### config.mk
export PLATFORM = sky130hd
export DESIGN_NAME = bblc_cell
export DESIGN_NICKNAME = d
export VERILOG_FILES = /design/src/design/bblc_pkg.sv /design/src/design/bblc_cell.sv
export SDC_FILE = /design/constraint.sdc
export NUM_CORES = 1
export LEC_CHECK = 0
export ABC_AREA = 1
export BUFFER_PORTS_ARGS = -buffer_cell sky130_fd_sc_hd__buf_2
export CORE_MARGIN = 4
export CORE_UTILIZATION = 47
export CTS_CLUSTER_SIZE = 30
export DETAILED_ROUTE_END_ITERATION = 10
export GPL_TIMING_DRIVEN = 0
export PLACE_DENSITY = 0.95
export SLEW_MARGIN = 0
export SYNTH_ARGS = -nofsm -noshare
export SYNTH_HDL_FRONTEND = slang
export SYNTH_SLANG_ARGS = --single-unit
### constraint.sdc
create_clock -name clk -period 6.45 [get_ports clk]
set_input_delay 1.6125 -clock clk [delete_from_list [all_inputs] [get_ports clk]]
set_output_delay 1.6125 -clock clk [all_outputs]
set_load 0.01 [all_outputs]
### src/design/bblc_pkg.sv
// Shared types and constants for the byte-budget LRU tag store.
// Used by the cell, the controller and the top level; no dependencies.
package bblc_pkg;

  localparam int KEY_W       = 25;
  localparam int SIZE_W      = 19;
  localparam int TOTAL_W     = 29;
  localparam int BUDGET_W    = 28;
  localparam int NOTICE_W    = 6;
  localparam int DEF_ENTRIES = 64;

  localparam logic [BUDGET_W-1:0] BUDGET_RESET = BUDGET_W'(48 * 1024 * 1024);
  localparam logic [TOTAL_W-1:0]  TOTAL_MAX    = {TOTAL_W{1'b1}};
  // at most this many eviction notices per request, the answer takes the last slot
  localparam logic [NOTICE_W-1:0] MAX_NOTICES  = {NOTICE_W{1'b1}};

  localparam logic ACT_LOOKUP = 1'b0;
  localparam logic ACT_FLUSH  = 1'b1;
  localparam logic KIND_NOTICE = 1'b0;
  localparam logic KIND_ANSWER = 1'b1;

  // command broadcast to every cell of the chain
  typedef enum logic [2:0] {
    OP_HOLD,
    OP_CLEAR,
    OP_COMPARE,
    OP_PROMOTE,
    OP_SHIFT,
    OP_INSERT
  } cell_op_t;

  typedef struct packed {
    cell_op_t            op;
    logic [KEY_W-1:0]    key;
    logic [SIZE_W-1:0]   size;
  } cell_cmd_t;

  // chain status seen by the controller
  typedef struct packed {
    logic                hit_any;
    logic                multi;
    logic                full;
    logic [KEY_W-1:0]    lru_key;
    logic [SIZE_W-1:0]   lru_size;
  } chain_stat_t;

endpackage

### src/design/bblc_cell.sv
// One entry of the recency chain: key, size, valid and the hit flags.
// Cell 0 holds the least recent entry; depends on bblc_pkg.
module bblc_cell import bblc_pkg::*; (
  input  logic              clk,
  input  logic              rst,
  input  cell_cmd_t         cmd,
  input  logic [SIZE_W-1:0] promo_size,
  input  logic [KEY_W-1:0]  up_key,
  input  logic [SIZE_W-1:0] up_size,
  input  logic              up_valid,
  input  logic              dn_valid,
  input  logic              ge_in,
  output logic              valid,
  output logic [KEY_W-1:0]  key,
  output logic [SIZE_W-1:0] size,
  output logic              ge_out,
  output logic              hit,
  output logic [SIZE_W-1:0] hit_size
);

  logic match;
  logic ge;
  logic tail;

  // key compare and at-or-above-hit flag rippled from the lru end
  assign match    = valid && (key == cmd.key);
  assign ge_out   = match || ge_in;
  assign tail     = valid && !up_valid;
  assign hit_size = hit ? size : '0;

  // cell state
  always_ff @(posedge clk) begin
    if (rst) begin
      valid <= 1'b0;
      hit   <= 1'b0;
      ge    <= 1'b0;
    end else begin
      unique case (cmd.op)
        OP_HOLD: ;
        OP_CLEAR: valid <= 1'b0;
        OP_COMPARE: begin
          hit <= match;
          ge  <= ge_out;
        end
        OP_PROMOTE: begin
          // hit entry goes to the most recent slot, the ones above it slide down
          if (tail) begin
            key  <= cmd.key;
            size <= promo_size;
          end else if (ge && valid) begin
            key  <= up_key;
            size <= up_size;
          end
        end
        OP_SHIFT: begin
          valid <= up_valid;
          key   <= up_key;
          size  <= up_size;
        end
        OP_INSERT: begin
          if (!valid && dn_valid) begin
            valid <= 1'b1;
            key   <= cmd.key;
            size  <= cmd.size;
          end
        end
        default: ;
      endcase
    end
  end

endmodule

After elaboration in Yosys (flattened, before gate mapping). Cells that the tools add are included.

Bits in read-only memories: 0. RAM bits: 0. Register bits after elaboration: 47. Logic and storage cells: 36. Memories: 0. Input port bits: 115. Latch bits: 0.

Magnitude comparators: 0. Add/subtract/negate cells: 0. Shifts and indexed selects: 0. Reductions and logical operators: 11. Div/mod/pow operators: 0. Bitwise gates (word level): 1. Mux-type cells: 11. Multiply operators: 0. Eq/ne operators: 8.

Operators with widths (number): two-way mux 19 bit (4); two-way mux 25 bit (3); one-hot mux 25 bit (3 select lines) (1); one-hot mux 19 bit (3 select lines) (1); == test 25 bit (1); == test 3 x 2 -> 1 bit, second input constant (2); == test 3 bit, second input constant (2); nonzero test 3 bit (2); logical AND 1 bit (4); AND reduction 4 bit (1); == test 3 x 1 -> 1 bit, second input constant (1); != test 3 bit, second input constant (1); one-hot mux 1 bit (3 select lines) (1); zero test 1 bit (2); != test 2 bit, second input constant (1); AND reduction 2 bit (1); logical OR 1 bit (1); two-way mux 1 bit (1); NOT 1 bit (1).

Logic depth before layout (Yosys ltp). Gate-level depths: netlist of run 1.

Depth in word-level cells: 4. Depth in mapped cells: 12. Gate-level depth less buffers: 12.

Worst setup path after synthesis of run 1. Ideal clock, no wire load.

Kind: input-to-reg. Start: in cmd[46] (netlist name). End: reg key[0] (enable). Stages on the path: 5. Data arrival time: 4.253 ns. Buffers on the path: 1. Library setup time: 0.460 ns. Setup slack: 1.736 ns. Data required time: 5.990 ns. Cell sequence: inv_1 -> nor2_4 -> inv_4 -> clkbuf_1 -> a21oi_1.

Longest elaborated chain between the ends: 3. Elaborated cells between the ends (all ways): 7.

RTL lines: from (decl) (RTL line bblc_cell.sv:6) `input cell_cmd_t cmd,`; == test 3 x 2 -> 1 bit / == test 3 bit (equally long branches) (RTL line bblc_cell.sv:38) `unique case (cmd.op)`; != test 3 bit (no source line), or another cell as far along; AND reduction 4 bit (no source line) (*); to (signal assigned) (RTL line bblc_cell.sv:48) `key <= cmd.key;`; to (signal assigned) (RTL line bblc_cell.sv:51) `key <= up_key;`; to (signal assigned) (RTL line bblc_cell.sv:57) `key <= up_key;`; to (decl) (RTL line bblc_cell.sv:14) `output logic [KEY_W-1:0] key,`.

Mark *: on every way between the ends. The rest lies on a longest branch, timed or not. A chain may end at the register's enable or synchronous reset.

Final worst setup path of run 1.
Start: in cmd[35] (netlist name). End: out ge_out.

Longest elaborated chain between the ends: 3.

RTL lines: == test 25 bit (RTL line bblc_cell.sv:26) `assign match = valid && (key == cmd.key);`; logical AND 1 bit (RTL line bblc_cell.sv:26); logical OR 1 bit (RTL line bblc_cell.sv:27) `assign ge_out = match || ge_in;`; to (decl) (RTL line bblc_cell.sv:16) `output logic ge_out,`.

Every way passes these cells.

==> qor.csv, run 1 <==
metric,value,unit
outcome,completed,
antenna_found_initial,0,
setup_viol,0,
port_buffers,180,
hp-class,reg -> reg,
regToRegEndpoint,key[4],
avgSynthCellArea,7.807,µm²
synth-seq-cells,47,
cap_violations,0,
clk_pin_slew,90,ps
clock-sinks,47,
criticalPathCategory,in -> out,
worstPathMaxFanout,3,
fin_nets,691,
die_area,0.007793,mm²
ir_worst_vdd,0.1156,mV
syn_area,0.003029,mm²
crit_path_start,cmd[35],
gr-usage-met3,5.680,%
fmax,238.9,MHz
cp-start-kind,input port,
ctsHoldBuffers,0,
ant_nets,0,
via_count,3226,
grt_pass1_vias,3193,
ctsResizeCount,0,
route.detailed.drc,0,
syn_nets,503,
p_per_area,172.6,mW/mm²
avgRoutedWirePerCell,14.13,µm
cpPeakStageDelay,140,ps
critPathCaptureType,output port,
die_w,88.28,µm
r2r_slack,4380,ps
tightest_slew,657.0,ps
busiest_layer,met2,
cp.required,4840,ps
place_ws,2244,ps
drive_above_1_share,40.03,%
grt_setup_unrepaired,no,
io_pins,181,
core_area,0.006096,mm²
syn2layout_area_growth,37.38,%
place_congestion,0.8965,
met2_usage,44.53,%
cp_common_cell,nand2_1,
hold_violations,0,
clk-insertion-delay-late,290,ps
fp.dieH,88.28,µm
fin_skew,9.649,ps
synthCells,388,
r2r_cells,4,
seq_area_frac_synth,45.60,%
hold_depth,2,
hold_start,valid,
max_slew_margin,56.11,%
rows,28,
numCtsBuffers,5,
critPathSlowestCell,buf_2,
start_util,49.69,%
final_max_slew_viol_count,0,
yosysUniqueCellTypes,24,
critPathArrivalTime,2570,ps
grt_pass1_wl,14370,µm
grt-ovfl-total,0,
finalSetupTns,0,ps
leakage,2.312,nW
layout_worst_path_cycle_share,64.88,%
tritoncts,yes,
viasPerCell,4.948,
yosysWarnings,0,
htreeDepth,2,
cts.path.max_buffers,2,
period_needed,4185,ps
grt_usage,23.68,%
cts_post_setup_buffers_inserted,0,
reg2reg_from,valid,
diodes,0,
whs_endpoint,valid,
final_core_util,68.27,%
grt_max_degree,28,
path_cells,buf_2 > inv_1 > nand2_1 > nand2_1 > nand2_1 > nor2_1 > nand2_1 > nor2_1 > nand2_1 > nand2_1 > buf_2,
dp_hpwl,7650,µm
grt_use_met1,25.92,%
root_buffer,clkbuf_8,
setup_slack,2265,ps
wirelength,9212,µm
firstDrtPassIters,4,
drt_iter0_drc,121,
[power by group]
group | total, mW | internal [mW] | switching [mW]
combinational | 0.151 | 0.0674 | 0.0833
clock | 0.211 | 0.116 | 0.0954
sequential | 0.356 | 0.349 | 0.00666
[metrics by stage]
step	power (mW)	std cells	area (µm²)	hold WS, ps
after floorplan	0.4433	388	3029	504.4
after global placement	0.5063	643	4024	482.9
after detailed placement	0.5140	644	4055	488.3
after CTS	0.7223	652	4161	500.7
after global routing	0.7558	652	4161	534.9
final	0.7181	652	4161	497.7
[cell usage in the layout (no fill, tap or decap), types with 2 or more instances in the layout]
master    Yosys  final
inv_1        73     73
nand3_1      61     61
edfxtp_1     44     44
nor2_1       35     35
o21ai_0       4      4
mux2_2        4      4
buf_2         3    183
a21oi_2      19     19
a21oi_1       6      5
clkbuf_8      0      5
buf_4         4      4
nand2_1     109    109
inv_4         2      2
xor2_1        4      4
dfxtp_1       3      3
clkbuf_1      3      5
buf_6         6      6
[metal layers]
layer,part of all wire [%],wire (µm)
met4,2.3,211
met5,0,0
met1,35,3232
met2,51,4715
met3,11,1053
[cell type report]
cell class,instances,area [µm²]
repair buffers,181,920.9
well taps,75,93.84
multi-input cells,250,1249
clock buffers,7,76.32
flip-flops and latches,47,1381
inverters,75,286.5
clock inverters,1,30.03
fillers,475,1934
plain buffers,16,123.9
[cell families (layout without fill, tap and decap cells)]
family	after synthesis	in the layout	synth area share [%]
flip-flops	47	47	45.60
AO/OA/AOI/OAI	32	32	8.013
multiplexers	4	4	1.487
AND/OR/NAND/NOR	210	210	30.19
buffers and inverters	91	280	13.55
XOR/XNOR	4	4	1.156
[flip-flops by register name, summed over array words and instances (netlist names)]
register,cells
size,19
ge,1
valid,1
key,25
hit,1
[worst max path at each step]
stage / endpoint / slack, ps / cells past startpoint
final: ge_out / 2260 / 11
after global routing: ge_out / 2030 / 11
after CTS: ge_out / 2240 / 11
after detailed placement: ge_out / 2240 / 11
after global placement: key[21] / 670 / 5
after floorplan: key[0] / 1740 / 5
[cells in the mapped netlist, drive strengths merged]
cell	instances	area (µm²)
xor2	4	35.03
buf	13	112.6
mux2	4	45.04
o21ai	4	20.02
a2111o	1	11.26
o211ai	1	7.510
edfxtp	44	1321
dfxtp	3	60.06
o21a	1	7.510
nand2	111	440.4
inv	75	286.5
a21oi	25	196.4
nor2	38	168.9
nand3	61	305.3
clkbuf	3	11.26
[critical path: cells and delay by family]
family	cells	cell delay, ps
buffers and inverters	3	330
AND/OR/NAND/NOR	8	630
Note: power is estimated with default switching activity, not from simulation.
==> run 2: changes to the inputs <==
--- a/config.mk
+++ b/config.mk
@@ -8,11 +8,11 @@
 export ABC_AREA = 1
 export BUFFER_PORTS_ARGS = -buffer_cell sky130_fd_sc_hd__buf_2
 export CORE_MARGIN = 4
-export CORE_UTILIZATION = 47
+export CORE_UTILIZATION = 44
 export CTS_CLUSTER_SIZE = 30
 export DETAILED_ROUTE_END_ITERATION = 10
 export GPL_TIMING_DRIVEN = 0
-export PLACE_DENSITY = 0.95
+export PLACE_DENSITY = 0.92
 export SLEW_MARGIN = 0
 export SYNTH_ARGS = -nofsm -noshare
 export SYNTH_HDL_FRONTEND = slang
==> constraint.sdc (replaced) <==
create_clock -name clk -period 4.2 [get_ports clk]
set_input_delay 1.05 -clock clk [delete_from_list [all_inputs] [get_ports clk]]
set_output_delay 1.05 -clock clk [all_outputs]
set_load 0.01 [all_outputs]
==> qor.csv, run 2 (synthesis results as in run 1) <==
metric,value,unit,change
outcome,completed,,
fin_nets,691,,unchanged
place_congestion,0.8880,,-0.95%
viasPerCell,4.830,,-2.4%
drive_above_1_share,40.03,%,unchanged
criticalPathCategory,in -> out,,
start_util,46.38,%,-3.3 points
syn2layout_area_growth,36.89,%,
final_max_slew_viol_count,0,,unchanged
wirelength,8765,µm,-4.9%
dr_wl_met3,591,µm,-44%
grt_pass1_vias,2976,,-6.8%
grt_pass1_wl,13790,µm,-4.1%
multiInputGateArea,0.001249,mm²,unchanged
rows,29,,+3.6%
regArea,0.001381,mm²,unchanged
worstPathMaxFanout,3,,unchanged
drt_iter0_drc,76,,-37%
layout_common_cells,"183 x buf_2, 109 x nand2_1, 73 x inv_1, 61 x nand3_1, 44 x edfxtp_1",,
antenna_found_initial,0,,unchanged
clk-insertion-delay-late,290,ps,about the same
root_buffer,clkbuf_8,,
fillCellCount,554,,+17%
hp-class,reg -> reg,,
largest_register_ff_count,25,,unchanged
dp_hpwl,7319,µm,-4.3%
ir_worst_vdd,0.1247,mV,+7.8%
fin_skew,5.596,ps,-4.053 ps
fin_cells,654,,+0.31%
grt_usage,20.27,%,-3.4 points
setup_viol,0,,unchanged
fp.dieH,90.97,µm,+3.0%
critPathCaptureType,output port,,
cap_violations,0,,unchanged
power,1.038,mW,+44%
ctsHoldBuffers,0,,unchanged
hold_violations,0,,unchanged
avgRoutedWirePerCell,13.40,µm,-5.1%
htreeDepth,2,,unchanged
cp.required,3150,ps,-1690 ps
firstDrtPassIters,4,,unchanged
ctsResizeCount,0,,unchanged
grt_max_degree,25,,-11%
p_per_area,250.2,mW/mm²,+45%
port_buffers,180,,unchanged
regMostFlops,key,,
grt-ovfl-total,0,,unchanged
cp-start-kind,input port,,
io_pins,181,,unchanged
routed.top_layer,met4,,
routed-wl-met2,4532,µm,-3.9%
ant_nets,0,,unchanged
wl_met1,3563,µm,+10%
cts.path.max_buffers,2,,unchanged
fmax,324.2,MHz,
clock-sinks,47,,unchanged
period_needed,3084,ps,
numCtsBuffers,5,,unchanged
die_w,90.97,µm,+3.0%
core_area,0.006531,mm²,+7.1%
diodes,0,,unchanged
reg_top3,"key: 25 flops, size: 19 flops",,
grt_setup_unrepaired,no,,
critPathArrivalTime,2030,ps,-540 ps
route.detailed.drc,0,,unchanged
via_count,3159,,-2.1%
layout_worst_path_cycle_share,73.44,%,
max_slew_margin,49.71,%,-6.4 points
leakage,2.305,nW,-0.30%
die_area,0.008276,mm²,+6.2%
layout_commonest_cell,buf_2,,
clk_pin_slew,80,ps,about the same
tightest_slew,752.7,ps,+95.73 ps
dp.cells,646,,+0.31%
tritoncts,yes,,
cts_post_setup_buffers_inserted,0,,unchanged
## run 2: changes by cell type in the layout (fill, tap and decap cells not counted), sizes merged
cell,change
clkinv,+1
bufinv,-1
## run 2: final timing paths
kind         depth (start not counted)    start  endpoint  slack [ps]
max                                 11  cmd[33]    ge_out        1120
min                                  2    valid     valid         500
max reg2reg                          4    valid   key[23]        2110
min reg2reg                          2    valid     valid         500
## run 2: critical path, stage by stage
cell and delay, ps:
buf_2 110, inv_1 80, nand2_1 60, nand2_1 80, nand2_1 80, nor2_1 100
nand2_1 70, nor2_1 90, nand2_1 110, nand2_1 70, buf_2 140
## run 2: where the power goes
part | internal (mW) | switching (mW) | leakage (nW)
logic | 0.104 | 0.126 | 1.83
clock network | 0.117 | 0.144 | 0.0422
registers | 0.536 | 0.00986 | 0.428
total | 0.757 | 0.280 | 2.30
## run 2: cell type report
cell class / count / share of cell area [%]
Tap cell: 77 / 2.323
Clock inverter: 1 / 0.1207
Sequential cell: 47 / 33.31
Buffer: 16 / 2.987
Inverter: 75 / 6.910
Multi-Input combinational cell: 250 / 30.11
Timing Repair Buffer: 181 / 22.39
Clock buffer: 7 / 1.841
## run 2: layer usage
layer  GRT usage [%]  up-vias
met3           3.884        9
li1                -     1600
met1           23.75     1404
met4           3.769        0
met2           38.50      146
met5               0        -
## run 2: stage by stage
stage | TNS [ps] | hold WS, ps | worst slack [ps] | instance area [µm²] | utilization (%)
floorplan | 0 | 504.4 | 48.99 | 3029 | -
global placement | -41470 | 483.9 | -944.6 | 4026 | 61.65
detailed placement | 0 | 484.5 | 1093 | 4065 | 62.24
CTS | 0 | 500.7 | 1091 | 4146 | 63.49
global route | 0 | 532.6 | 992.7 | 4146 | 63.49
finish | 0 | 503.5 | 1116 | 4146 | 63.49
