==> src/design/bblc_pkg.sv <==
// Shared types and constants for the byte-budget LRU tag store.
// Used by the cell, the controller and the top level; no dependencies.
package bblc_pkg;

  localparam int KEY_W       = 25;
  localparam int SIZE_W      = 19;
  localparam int TOTAL_W     = 29;
  localparam int BUDGET_W    = 28;
  localparam int NOTICE_W    = 6;
  localparam int DEF_ENTRIES = 64;

  localparam logic [BUDGET_W-1:0] BUDGET_RESET = BUDGET_W'(48 * 1024 * 1024);
  localparam logic [TOTAL_W-1:0]  TOTAL_MAX    = {TOTAL_W{1'b1}};
  // at most this many eviction notices per request, the answer takes the last slot
  localparam logic [NOTICE_W-1:0] MAX_NOTICES  = {NOTICE_W{1'b1}};

  localparam logic ACT_LOOKUP = 1'b0;
  localparam logic ACT_FLUSH  = 1'b1;
  localparam logic KIND_NOTICE = 1'b0;
  localparam logic KIND_ANSWER = 1'b1;

  // command broadcast to every cell of the chain
  typedef enum logic [2:0] {
    OP_HOLD,
    OP_CLEAR,
    OP_COMPARE,
    OP_PROMOTE,
    OP_SHIFT,
    OP_INSERT
  } cell_op_t;

  typedef struct packed {
    cell_op_t            op;
    logic [KEY_W-1:0]    key;
    logic [SIZE_W-1:0]   size;
  } cell_cmd_t;

  // chain status seen by the controller
  typedef struct packed {
    logic                hit_any;
    logic                multi;
    logic                full;
    logic [KEY_W-1:0]    lru_key;
    logic [SIZE_W-1:0]   lru_size;
  } chain_stat_t;

endpackage

==> src/design/bblc_ctrl.sv <==
// Request sequencer: byte total, budget register, notice count and result word.
// Drives the cell chain through cell_cmd_t; depends on bblc_pkg.
module bblc_ctrl import bblc_pkg::*; (
  input  logic                clk,
  input  logic                rst,
  input  logic                in_valid,
  input  logic                action,
  input  logic [15:0]         species_id,
  input  logic [7:0]          form_id,
  input  logic                shiny,
  input  logic [SIZE_W-1:0]   item_bytes,
  input  logic                cfg_wr_en,
  input  logic [BUDGET_W-1:0] cfg_wr_data,
  input  logic                out_stall,
  input  chain_stat_t         stat,
  output logic                busy,
  output cell_cmd_t           cmd,
  output logic                out_valid,
  output logic                kind,
  output logic                hit,
  output logic [KEY_W-1:0]    evicted_key,
  output logic [SIZE_W-1:0]   freed_bytes,
  output logic [TOTAL_W-1:0]  total_bytes,
  output logic                last
);

  typedef enum logic [2:0] {
    ST_IDLE,
    ST_LOOK,
    ST_DEC,
    ST_INS,
    ST_TRIM
  } state_t;

  state_t              state;
  logic                req_flush;
  logic [KEY_W-1:0]    req_key;
  logic [SIZE_W-1:0]   req_size;
  logic [TOTAL_W-1:0]  total;
  logic [BUDGET_W-1:0] budget;
  logic [NOTICE_W-1:0] notices;

  logic                out_free;
  logic                out_load;
  logic                trim_go;
  logic [TOTAL_W-1:0]  lru_size_ext;
  logic [TOTAL_W-1:0]  sub_total;
  logic [TOTAL_W:0]    add_sum;
  logic [TOTAL_W-1:0]  add_total;
  cell_op_t            op;

  assign busy     = (state != ST_IDLE);
  assign out_free = !out_valid || !out_stall;

  // total arithmetic: floor at zero on eviction, saturate on insert
  assign lru_size_ext = {{(TOTAL_W-SIZE_W){1'b0}}, stat.lru_size};
  assign sub_total    = (total >= lru_size_ext) ? (total - lru_size_ext) : '0;
  assign add_sum      = {1'b0, total} + {{(TOTAL_W+1-SIZE_W){1'b0}}, req_size};
  assign add_total    = add_sum[TOTAL_W] ? TOTAL_MAX : add_sum[TOTAL_W-1:0];
  assign trim_go      = (total > {1'b0, budget}) && stat.multi && (notices != MAX_NOTICES);

  // chain command for this cycle and whether a result word is loaded
  always_comb begin
    op       = OP_HOLD;
    out_load = 1'b0;
    unique case (state)
      ST_IDLE: ;
      ST_LOOK: begin
        if (req_flush == ACT_FLUSH) begin
          if (out_free) begin
            op       = OP_CLEAR;
            out_load = 1'b1;
          end
        end else begin
          op = OP_COMPARE;
        end
      end
      ST_DEC: begin
        if (out_free && stat.hit_any) begin
          op       = OP_PROMOTE;
          out_load = 1'b1;
        end else if (out_free && stat.full) begin
          op       = OP_SHIFT;
          out_load = (stat.lru_size != '0);
        end
      end
      ST_INS: op = OP_INSERT;
      ST_TRIM: begin
        if (out_free) begin
          if (trim_go) begin
            op       = OP_SHIFT;
            out_load = (stat.lru_size != '0);
          end else begin
            out_load = 1'b1;
          end
        end
      end
      default: ;
    endcase
  end

  assign cmd = '{op: op, key: req_key, size: req_size};

  // state, totals and the result word
  always_ff @(posedge clk) begin
    if (rst) begin
      state     <= ST_IDLE;
      out_valid <= 1'b0;
      total     <= '0;
      budget    <= BUDGET_RESET;
      notices   <= '0;
    end else begin
      if (cfg_wr_en) budget <= cfg_wr_data;
      if (out_load) out_valid <= 1'b1;
      else if (!out_stall) out_valid <= 1'b0;

      unique case (state)
        ST_IDLE: begin
          if (in_valid) begin
            req_flush <= action;
            req_key   <= {species_id, form_id, shiny};
            req_size  <= item_bytes;
            notices   <= '0;
            state     <= ST_LOOK;
          end
        end
        ST_LOOK: begin
          if (req_flush == ACT_FLUSH) begin
            if (out_free) begin
              total       <= '0;
              kind        <= KIND_ANSWER;
              hit         <= 1'b0;
              evicted_key <= '0;
              freed_bytes <= '0;
              total_bytes <= '0;
              last        <= 1'b1;
              state       <= ST_IDLE;
            end
          end else begin
            state <= ST_DEC;
          end
        end
        ST_DEC: begin
          if (stat.hit_any) begin
            if (out_free) begin
              kind        <= KIND_ANSWER;
              hit         <= 1'b1;
              evicted_key <= '0;
              freed_bytes <= '0;
              total_bytes <= total;
              last        <= 1'b1;
              state       <= ST_IDLE;
            end
          end else if (stat.full) begin
            // full table: the least recent entry makes room first
            if (out_free) begin
              total <= sub_total;
              if (stat.lru_size != '0) begin
                kind        <= KIND_NOTICE;
                hit         <= 1'b0;
                evicted_key <= stat.lru_key;
                freed_bytes <= stat.lru_size;
                total_bytes <= sub_total;
                last        <= 1'b0;
                notices     <= notices + 1'b1;
              end
              state <= ST_INS;
            end
          end else begin
            state <= ST_INS;
          end
        end
        ST_INS: begin
          total <= add_total;
          state <= ST_TRIM;
        end
        ST_TRIM: begin
          if (trim_go) begin
            if (out_free) begin
              total <= sub_total;
              if (stat.lru_size != '0) begin
                kind        <= KIND_NOTICE;
                hit         <= 1'b0;
                evicted_key <= stat.lru_key;
                freed_bytes <= stat.lru_size;
                total_bytes <= sub_total;
                last        <= 1'b0;
                notices     <= notices + 1'b1;
              end
            end
          end else if (out_free) begin
            kind        <= KIND_ANSWER;
            hit         <= 1'b0;
            evicted_key <= '0;
            freed_bytes <= '0;
            total_bytes <= total;
            last        <= 1'b1;
            state       <= ST_IDLE;
          end
        end
        default: state <= ST_IDLE;
      endcase
    end
  end

endmodule
==> config.mk <==
export PLATFORM = sky130hd
export DESIGN_NAME = bblc_ctrl
export DESIGN_NICKNAME = d
export VERILOG_FILES = /design/src/design/bblc_pkg.sv /design/src/design/bblc_ctrl.sv
export SDC_FILE = /design/constraint.sdc
export NUM_CORES = 1
export LEC_CHECK = 0
export BUFFER_PORTS_ARGS = -buffer_cell sky130_fd_sc_hd__buf_2
export CORE_MARGIN = 1.5
export CORE_UTILIZATION = 61
export CTS_BUF_LIST = sky130_fd_sc_hd__clkbuf_4
export CTS_CLUSTER_DIAMETER = 30
export CTS_CLUSTER_SIZE = 14
export DETAILED_ROUTE_END_ITERATION = 8
export PLACE_DENSITY = 0.88
export SLEW_MARGIN = 20
export SYNTH_ARGS = -nofsm -noshare
export SYNTH_HDL_FRONTEND = slang
export SYNTH_SLANG_ARGS = --single-unit
==> constraint.sdc <==
create_clock -name clk -period 6.15 [get_ports clk]
set_clock_uncertainty 0.05 [all_clocks]
set_input_delay 1.23 -clock clk [delete_from_list [all_inputs] [get_ports clk]]
set_output_delay 1.23 -clock clk [all_outputs]
set_load 0.005 [all_outputs]
# Word level (Yosys, flattened, before mapping)
# Cells that the tools add are included.
dict set report op_classes {
  add_sub_neg 3
  magnitude_cmp 2
  eq_ne 16
  n_mux 88
  n_bitwise 1
  reduce_logical 20
}
# operator n
set ops {}
lappend ops {{29-bit two-way mux} 14}
lappend ops {{25-bit two-way mux} 7}
lappend ops {{19-bit two-way mux} 7}
lappend ops {{29-bit case mux with 4 select lines} 1}
lappend ops {{29-bit case mux with 3 select lines} 1}
lappend ops {{25-bit case mux with 3 select lines} 1}
lappend ops {{19-bit case mux with 3 select lines} 1}
lappend ops {{3-bit two-way mux} 12}
lappend ops {{6-bit two-way mux} 6}
lappend ops {{1-bit two-way mux} 31}
lappend ops {{29-bit by 19-bit adder with 30-bit output} 1}
lappend ops {{29-bit by 19-bit greater-or-equal comparator with 1-bit output} 1}
lappend ops {{29-bit by 28-bit > comparator with 1-bit output} 1}
lappend ops {{29-bit by 19-bit subtractor with 29-bit output} 1}
lappend ops {{19-bit nonzero test} 1}
lappend ops {{6-bit case mux with 3 select lines} 1}
lappend ops {{3-bit case mux with 5 select lines} 1}
lappend ops {{5-bit AND reduction} 3}
lappend ops {{2-bit inequality test, second input constant} 7}
lappend ops {{1-bit case mux with 3 select lines} 4}
lappend ops {{3-bit case mux with 4 select lines} 1}
lappend ops {{3-bit nonzero test} 3}
lappend ops {{6-bit by 1-bit adder with 6-bit output, second input constant} 1}
lappend ops {{3-bit by 2-bit == test with 1-bit output, second input constant} 2}
lappend ops {{other kinds (15)} 21}
dict set report totals {
  ff_bits 188
  in_bits 125
  word_cells 144
}

# Logic depth before layout (Yosys ltp)
# Gate-level depths: netlist of the first run.
dict set report logic_depth {
  depth_word 7
  ltp_mapped 14
  mapped_depth_nobuf 13
}

# Worst setup path after synthesis of the first run
# OpenSTA, ideal clock, no wires.
dict set report synth_path {
  kind {input port to flip-flop}
  startpoint {in out_stall}
  endpoint {reg total_bytes[0], enable pin}
  setup_time_ns 0.433
  arrival_ns 3.586
  slack_ns 2.081
  path_stages 4
  cell_sequence {and2_1 -> clkbuf_1 -> clkbuf_1 -> a31oi_1}
}
dict set report synth_between {
  elab_chain_len 4
}
# element line
set synth_rtl {}
lappend synth_rtl {{from (decl)} bblc_ctrl.sv:14} ;# input logic out_stall,
lappend synth_rtl {{1-bit zero test} -}
lappend synth_rtl {{1-bit logical OR} bblc_ctrl.sv:53} ;# assign out_free = !out_valid || !out_stall;
lappend synth_rtl {{2-bit inequality test (no line)} -}
lappend synth_rtl {{5-bit AND reduction (no line)} -}
lappend synth_rtl {{to (signal assigned)} bblc_ctrl.sv:150} ;# total_bytes <= total;
lappend synth_rtl {{to (signal assigned)} bblc_ctrl.sv:163} ;# total_bytes <= sub_total;
lappend synth_rtl {{to (signal assigned)} bblc_ctrl.sv:186} ;# total_bytes <= sub_total;
lappend synth_rtl {{to (decl)} bblc_ctrl.sv:23} ;# output logic [TOTAL_W-1:0] total_bytes,
# Every way passes these cells.
# A chain may end at the register's enable or synchronous reset.

==> results of run 1 <==
-- state kept, by name (all words and copies together), names as in the netlist --
| signal | count |
|---|---|
| req_flush | 1 |
| state | 3 |
| hit | 1 |
| req_size | 19 |
| kind | 1 |
| req_key | 25 |
| last | 1 |
| freed_bytes | 19 |
| total | 29 |
| evicted_key | 25 |
| budget | 28 |
| total_bytes | 29 |
| out_valid | 1 |
| notices | 6 |
-- cells in the mapped netlist, drive strengths merged, types with 3 or more instances --
library cell / count
nor4: 12
a22o: 46
a41oi: 3
mux2i: 51
a21oi: 97
clkbuf: 49
a31oi: 15
nand2: 71
a22oi: 6
a311oi: 11
o21a: 11
inv: 65
a211o: 4
or4: 6
nand2b: 8
o21ai: 54
xnor2: 24
a211oi: 17
nor2: 92
nand4: 20
nor3: 24
o211ai: 11
dfxtp: 67
edfxtp: 121
nand3: 27
o22ai: 25
or2: 3
or3: 9
buf: 21
ha: 67
and3: 18
nor2b: 8
a221o: 5
nor3b: 3
o31ai: 3
and2: 4
xor2: 15
nand3b: 7
o21bai: 6
a21o: 21
-- per-stage QoR --
step | util, % | area [µm²]
floorplan | - | 11200
global placement | 69.9 | 12600
detailed placement | 69.9 | 12600
CTS | 71.5 | 12800
global route | 71.6 | 12900
finish | 71.6 | 12900
-- final cells by class --
class	count	area, µm²
Tap cell	229	287
Clock inverter	15	150
Antenna cell	1	2.50
Inverter	66	248
Sequential cell	188	4970
Clock buffer	17	128
Fill cell	1360	5090
Multi-Input combinational cell	829	5720
Timing Repair Buffer	262	1360
-- kinds of logic after synthesis --
family,after synthesis,synth area share (%)
AO/OA/AOI/OAI,352,21.0
XOR/XNOR,39,3.05
adder cells (fa/ha/maj),69,7.83
buffers and inverters,136,4.88
flip-flops,188,44.4
multiplexers,51,4.55
AND/OR/NAND/NOR,318,14.4
-- routing by layer --
| metal | vias to the layer above | routed length, µm | global-route usage [%] |
|---|---|---|---|
| met1 | 4817 | 13000 | 43.8 |
| met5 | - | 0 | 0 |
| met3 | 56 | 3180 | 7.22 |
| met4 | 0 | 743 | 9.81 |
| li1 | 4765 | - | - |
| met2 | 609 | 14100 | 50.9 |
-- power groups by stage --
stage	clock network, mW	registers, mW	logic [mW]
after global routing	0.739	1.47	0.725
after global placement	0	1.49	0.619
after CTS	0.697	1.47	0.645
after detailed placement	0	1.49	0.638
after floorplan	0	1.47	0.443
final	0.691	1.47	0.660
-- worst register-to-register path, stage by stage, from the launching register on --
cell and delay, ns:
dfxtp_1 0.75, ha_1 0.26, nand4_1 0.14, or4_1 0.46, nor4_2 0.32, o211ai_1 0.19, and3_1 0.50, nor2_8 0.63
nand2_2 0.28, or3_1 0.41, o211ai_1 0.12
-- worst max path at each step --
stage	endpoint	cells past startpoint
floorplan	total_bytes[0]	4
global placement	total_bytes[26]	12
detailed placement	total[20]	13
CTS	cmd[46]	10
global route	cmd[46]	10
finish	cmd[46]	10
==> flow_metrics.py, run 1 <==
metrics = {
    "synthesis": {
        "synth_seq_area_share_pct": 44.4,
        "synth_flop_cell": "edfxtp_1",
        "ys_top_cells_by_area": "edfxtp_1 (32%), dfxtp_1 (12%), ha_1 (7.5%)",
        "synth-edff-count": 121,
        "ys_types": 73,
        "yosys.area.top_type": "edfxtp_1",
        "netlist_instances": 1153,
        "syn_area_um2": 11200,
        "synth_top_area_share_pct": 32.4,
        "syn_nets": 1347,
        "syn_avg_cell_area_um2": 9.72,
        "async_flop_share_pct": 0,
        "yosysWarnings": 0,
        "synth_seq_cells": 188,
    },
    "critical_path": {
        "crit_type": "reg2out",
        "cp-start-kind": "flip-flop",
        "slowest_delay_ns": 0.79,
        "cpMostUsedCell": "nand2_1",
        "cp_slowest_cell": "nor4_1",
        "arrival_ns": 3.40,
        "path_cells": "ha_1, nand4_1, nor4_1, and3_1, a211o_1, and2_4, nand2_1, nand2_1, nand2_1, buf_2",
        "rr_worst_depth": 10,
        "worst-path-buf-inv": 1,
        "r2r-start": "total[19]",
        "crit_start": "total[11]",
        "crit_fanout": 6,
        "r2r_setup_slack_ns": 1.86,
        "end_kind": "output port",
        "critPathRequiredTime_ns": 4.87,
        "worstReg2RegEnd": "total_bytes[19]",
        "critical-path-top-delay-family": "simple AND/OR/NAND/NOR gates",
    },
    "place": {
        "numPortBuffers": 249,
        "dp_cells": 1573,
        "globalplace.congestion": 0.973,
        "place_ws_ns": 1.80,
        "hpwl_um": 23200,
    },
    "clock_network": {
        "ctsResizeCount": 0,
        "cts-root-buf": "clkbuf_4",
        "clkSinkCount": 188,
        "hold_buffers": 0,
        "clk_pin_slew_ns": 0.18,
        "cts.htree.levels": 4,
        "cts_tree": "built",
        "clock_latency_ns": 0.62,
        "cts_setup_buffers": 0,
        "cts_made_buffers": 17,
        "clock_path_buffers": 2,
    },
    "pwr": {
        "combPwrFrac_pct": 23.4,
        "p_sw_mw": 0.932,
        "internal-power_mw": 1.89,
        "power.density_nw_per_um2": 219,
        "ir_drop_mv": 0.138,
        "sequentialPowerShare_pct": 52.1,
        "sw_frac_of_total_pct": 33.0,
        "finalPower_mw": 2.82,
        "p_leak_nw": 5.40,
        "pwr-share-clk_pct": 24.5,
    },
    "sta": {
        "min_period_ns": 4.68,
        "hold_viol": 0,
        "layout_setup_ws_ns": 1.47,
        "setup_viol": 0,
        "max_freq_mhz": 214,
        "drv_slew": 0,
        "worstMarginPinSlew_ns": 1.10,
        "relSlewSlack_pct": 26.4,
        "hold-worst-slack_ns": 0.443,
        "rsz0062_at_grt": "no",
        "fin_crit_sh_pct": 76.1,
        "final.setup.tns_ns": 0,
    },
    "global_routing": {
        "gr-total-overflow": 0,
        "antenna_found_initial": 1,
        "grt_pass1_wl_um": 49500,
        "grt.total_usage_pct": 32.0,
        "grt_pass1_vias": 9643,
        "grt_max_degree": 63,
    },
    "die": {
        "coreArea_um2": 18000,
        "ios": 250,
        "dieArea_um2": 19200,
        "core.rowCount": 49,
        "die_height_um": 139,
        "die_w_um": 139,
        "start_util_pct": 62.4,
    },
    "hold_path": {
        "holdPathEnd": "notices[1]",
        "hold_depth": 2,
        "hp-class": "reg2reg",
        "hp-start": "notices[1]",
    },
    "drt": {
        "wirelength_um": 31000,
        "via_count": 10247,
        "drt-initial-drc-count": 1151,
        "dr.pass1.iters": 5,
        "ant_nets": 0,
        "drt-vias-per-instance": 6.38,
        "detail_route.wl_per_cell_um": 19.3,
        "drc": 0,
    },
    "cells_and_area": {
        "stdcell_count": 1607,
        "drive_above_1_share_pct": 22.8,
        "layout_common_cells": "buf_2 (249), edfxtp_1 (121), a21oi_1 (97)",
        "layout.nets": 1558,
        "syn2layout_area_growth_pct": 14.8,
        "final_common_cell": "buf_2",
    },
    "run": {
        "cap_violations": 0,
    },
    "status": {
        "outcome": "finished clean",
    },
}
Power figures use the tool's default switching activity.
==> inputs of run 2 (changes only) <==
--- a/config.mk
+++ b/config.mk
@@ -5,14 +5,15 @@
 export SDC_FILE = /design/constraint.sdc
 export NUM_CORES = 1
 export LEC_CHECK = 0
+export ABC_AREA = 1
 export BUFFER_PORTS_ARGS = -buffer_cell sky130_fd_sc_hd__buf_2
 export CORE_MARGIN = 1.5
-export CORE_UTILIZATION = 61
+export CORE_UTILIZATION = 59
 export CTS_BUF_LIST = sky130_fd_sc_hd__clkbuf_4
 export CTS_CLUSTER_DIAMETER = 30
 export CTS_CLUSTER_SIZE = 14
 export DETAILED_ROUTE_END_ITERATION = 8
-export PLACE_DENSITY = 0.88
+export PLACE_DENSITY = 0.84
 export SLEW_MARGIN = 20
 export SYNTH_ARGS = -nofsm -noshare
 export SYNTH_HDL_FRONTEND = slang
==> constraint.sdc (replaced) <==
create_clock -name clk -period 4.75 [get_ports clk]
set_clock_uncertainty 0.05 [all_clocks]
set_input_delay 0.95 -clock clk [delete_from_list [all_inputs] [get_ports clk]]
set_output_delay 0.95 -clock clk [all_outputs]
set_load 0.005 [all_outputs]
==> flow_metrics.py, run 2 <==
metrics = {
    "sta": {
        "min_period_ns": 3.90,
        "final.setup.tns_ns": 0,
        "drv_slew": 0,
        "hold_viol": 0,
        "layout_setup_ws_ns": 0.850,
        "worstMarginPinSlew_ns": 0.884,
        "rsz0062_at_grt": "no",
        "max_freq_mhz": 256,
        "setup_viol": 0,
        "fin_crit_sh_pct": 82.1,
        "relSlewSlack_pct": 41.0,
    },
    "cells_and_area": {
        "multi_input_area_um2": 7370,
        "final_common_cell": "nand2_1",
        "layout.nets": 2423,
        "register_area_um2": 4970,
        "syn2layout_area_growth_pct": 12.3,
        "layout_common_cells": "nand2_1 (605), inv_1 (307), buf_2 (249)",
        "drive_above_1_share_pct": 15.6,
        "top_regs": "total x29, total_bytes x29, budget x28",
        "fillCellCount": 2109,
    },
    "pwr": {
        "power.density_nw_per_um2": 302,
        "finalPower_mw": 4.71,
        "p_leak_nw": 7.92,
        "ir_drop_mv": 0.168,
    },
    "synthesis": {
        "ys_types": 51,
        "synth_top_area_share_pct": 26.2,
        "syn_nets": 2211,
        "synth_most_common_cell": "nand2_1",
        "yosysWarnings": 0,
        "async_flop_share_pct": 0,
        "netlist_instances": 2017,
        "synth_common_cells": "nand2_1 (606), inv_1 (307), nor2_1 (158)",
        "synth_seq_cells": 188,
        "syn_avg_cell_area_um2": 6.88,
        "syn_area_um2": 13900,
        "synth_flop_cell": "edfxtp_1",
        "yosys.area.top_type": "edfxtp_1",
        "synth_seq_area_share_pct": 35.8,
        "synth-edff-count": 121,
        "ys_top_cells_by_area": "edfxtp_1 (26%), nand2_1 (16%), dfxtp_1 (9.7%)",
    },
    "drt": {
        "wirelength_um": 43900,
        "detail_route.wl_per_cell_um": 17.1,
        "drc": 0,
        "drt-initial-drc-count": 1535,
        "drt-vias-per-instance": 5.53,
        "via_count": 14162,
        "dr.pass1.iters": 8,
        "ant_nets": 0,
    },
    "place": {
        "globalplace.congestion": 0.961,
        "hpwl_um": 34100,
        "numPortBuffers": 249,
        "place_ws_ns": 1.27,
    },
    "clock_network": {
        "clkSinkCount": 188,
        "ctsResizeCount": 0,
        "cts_made_buffers": 17,
        "cts.htree.levels": 4,
        "clk_pin_slew_ns": 0.22,
        "clock_path_buffers": 2,
        "cts-root-buf": "clkbuf_4",
        "cts_setup_buffers": 0,
        "cts_tree": "built",
        "clock_latency_ns": 0.64,
        "hold_buffers": 0,
    },
    "status": {
        "outcome": "finished clean",
    },
    "global_routing": {
        "grt_pass1_vias": 13006,
        "antenna_found_initial": 1,
        "gr-total-overflow": 0,
        "grt_pass1_wl_um": 67900,
        "grt.total_usage_pct": 36.0,
        "grt_max_degree": 63,
    },
    "die": {
        "coreArea_um2": 22800,
        "ios": 250,
        "die_w_um": 156,
        "core.rowCount": 55,
        "start_util_pct": 60.8,
        "dieArea_um2": 24500,
        "die_height_um": 156,
    },
    "run": {
        "cap_violations": 0,
    },
    "critical_path": {
        "cpMostUsedCell": "nand2_1",
        "arrival_ns": 2.90,
        "critPathRequiredTime_ns": 3.75,
        "critical-path-top-delay-family": "simple AND/OR/NAND/NOR gates",
        "cp-start-kind": "flip-flop",
        "slowest_delay_ns": 0.80,
        "crit_fanout": 9,
        "cp_slowest_cell": "dfxtp_1",
        "worst-path-buf-inv": 1,
        "path_cells": "ha_1, nand2_1, nor2_1, nand2_1, nor3_1, nand2_1, nand2_2, nand3_2, o21ai_0, buf_2",
        "end_kind": "output port",
        "crit_type": "reg2out",
    },
    "hold_path": {
        "hp-class": "in2reg",
    },
}
[run 2: per-stage QoR]
step           hold WS, ns  utilization, %  cells  instance area, µm²
2_1_floorplan        0.387               -   2017               13900
3_3_place_gp         0.399            66.9   2523               15300
3_5_place_dp         0.407            66.9   2523               15300
4_1_cts              0.406            68.2   2555               15600
5_1_grt              0.381            68.2   2558               15600
6_report             0.417            68.2   2560               15600
[run 2: area by class of cell]
cell class,count,share of cell area (%)
antenna,5,0.0803
clock buffer,17,0.819
clock inverter,15,1.03
inverter,323,7.81
multi-input combinational,1438,47.3
sequential,188,31.9
tap,313,2.51
timing repair buffer,261,8.57
[run 2: where the power goes]
group | leakage (nW) | total [mW] | internal (mW) | switching [mW]
Clock | 0.153 | 0.935 | 0.243 | 0.692
Sequential | 1.68 | 2.04 | 1.87 | 0.171
Combinational | 6.08 | 1.73 | 0.571 | 1.16
Total | 7.92 | 4.71 | 2.68 | 2.03
[run 2: routing by layer]
| layer | global-route usage [%] | part of all wire [%] | wire (µm) |
|---|---|---|---|
| met1 | 48.3 | 41 | 18100 |
| met2 | 56.0 | 44 | 19400 |
| met3 | 7.20 | 10 | 4460 |
| met4 | 16.3 | 4.3 | 1870 |
| met5 | 0 | 0 | 0 |
[run 2: final timing paths]
| path | from | to | slack [ns] | cells past startpoint |
|---|---|---|---|---|
| setup / recovery | total[19] | cmd[46] | 0.85 | 10 |
| setup reg to reg | total[19] | freed_bytes[8] | 1.60 | 12 |
| hold reg to reg | budget[16] | budget[16] | 0.43 | 2 |
| hold / removal | form_id[5] | req_key[6] | 0.42 | 1 |
[run 2: cell families after synthesis]
family                     after synthesis  share of synthesized area (%)
buffers and inverters                  391                           11.2
xor gates and xnor gates                27                           1.70
DFF                                    188                           35.8
muxes                                   21                           1.51
and+or+nand+nor                       1026                           31.8
AOI/OAI and AO/OA                      295                           11.6
adders and majority gates               69                           6.33
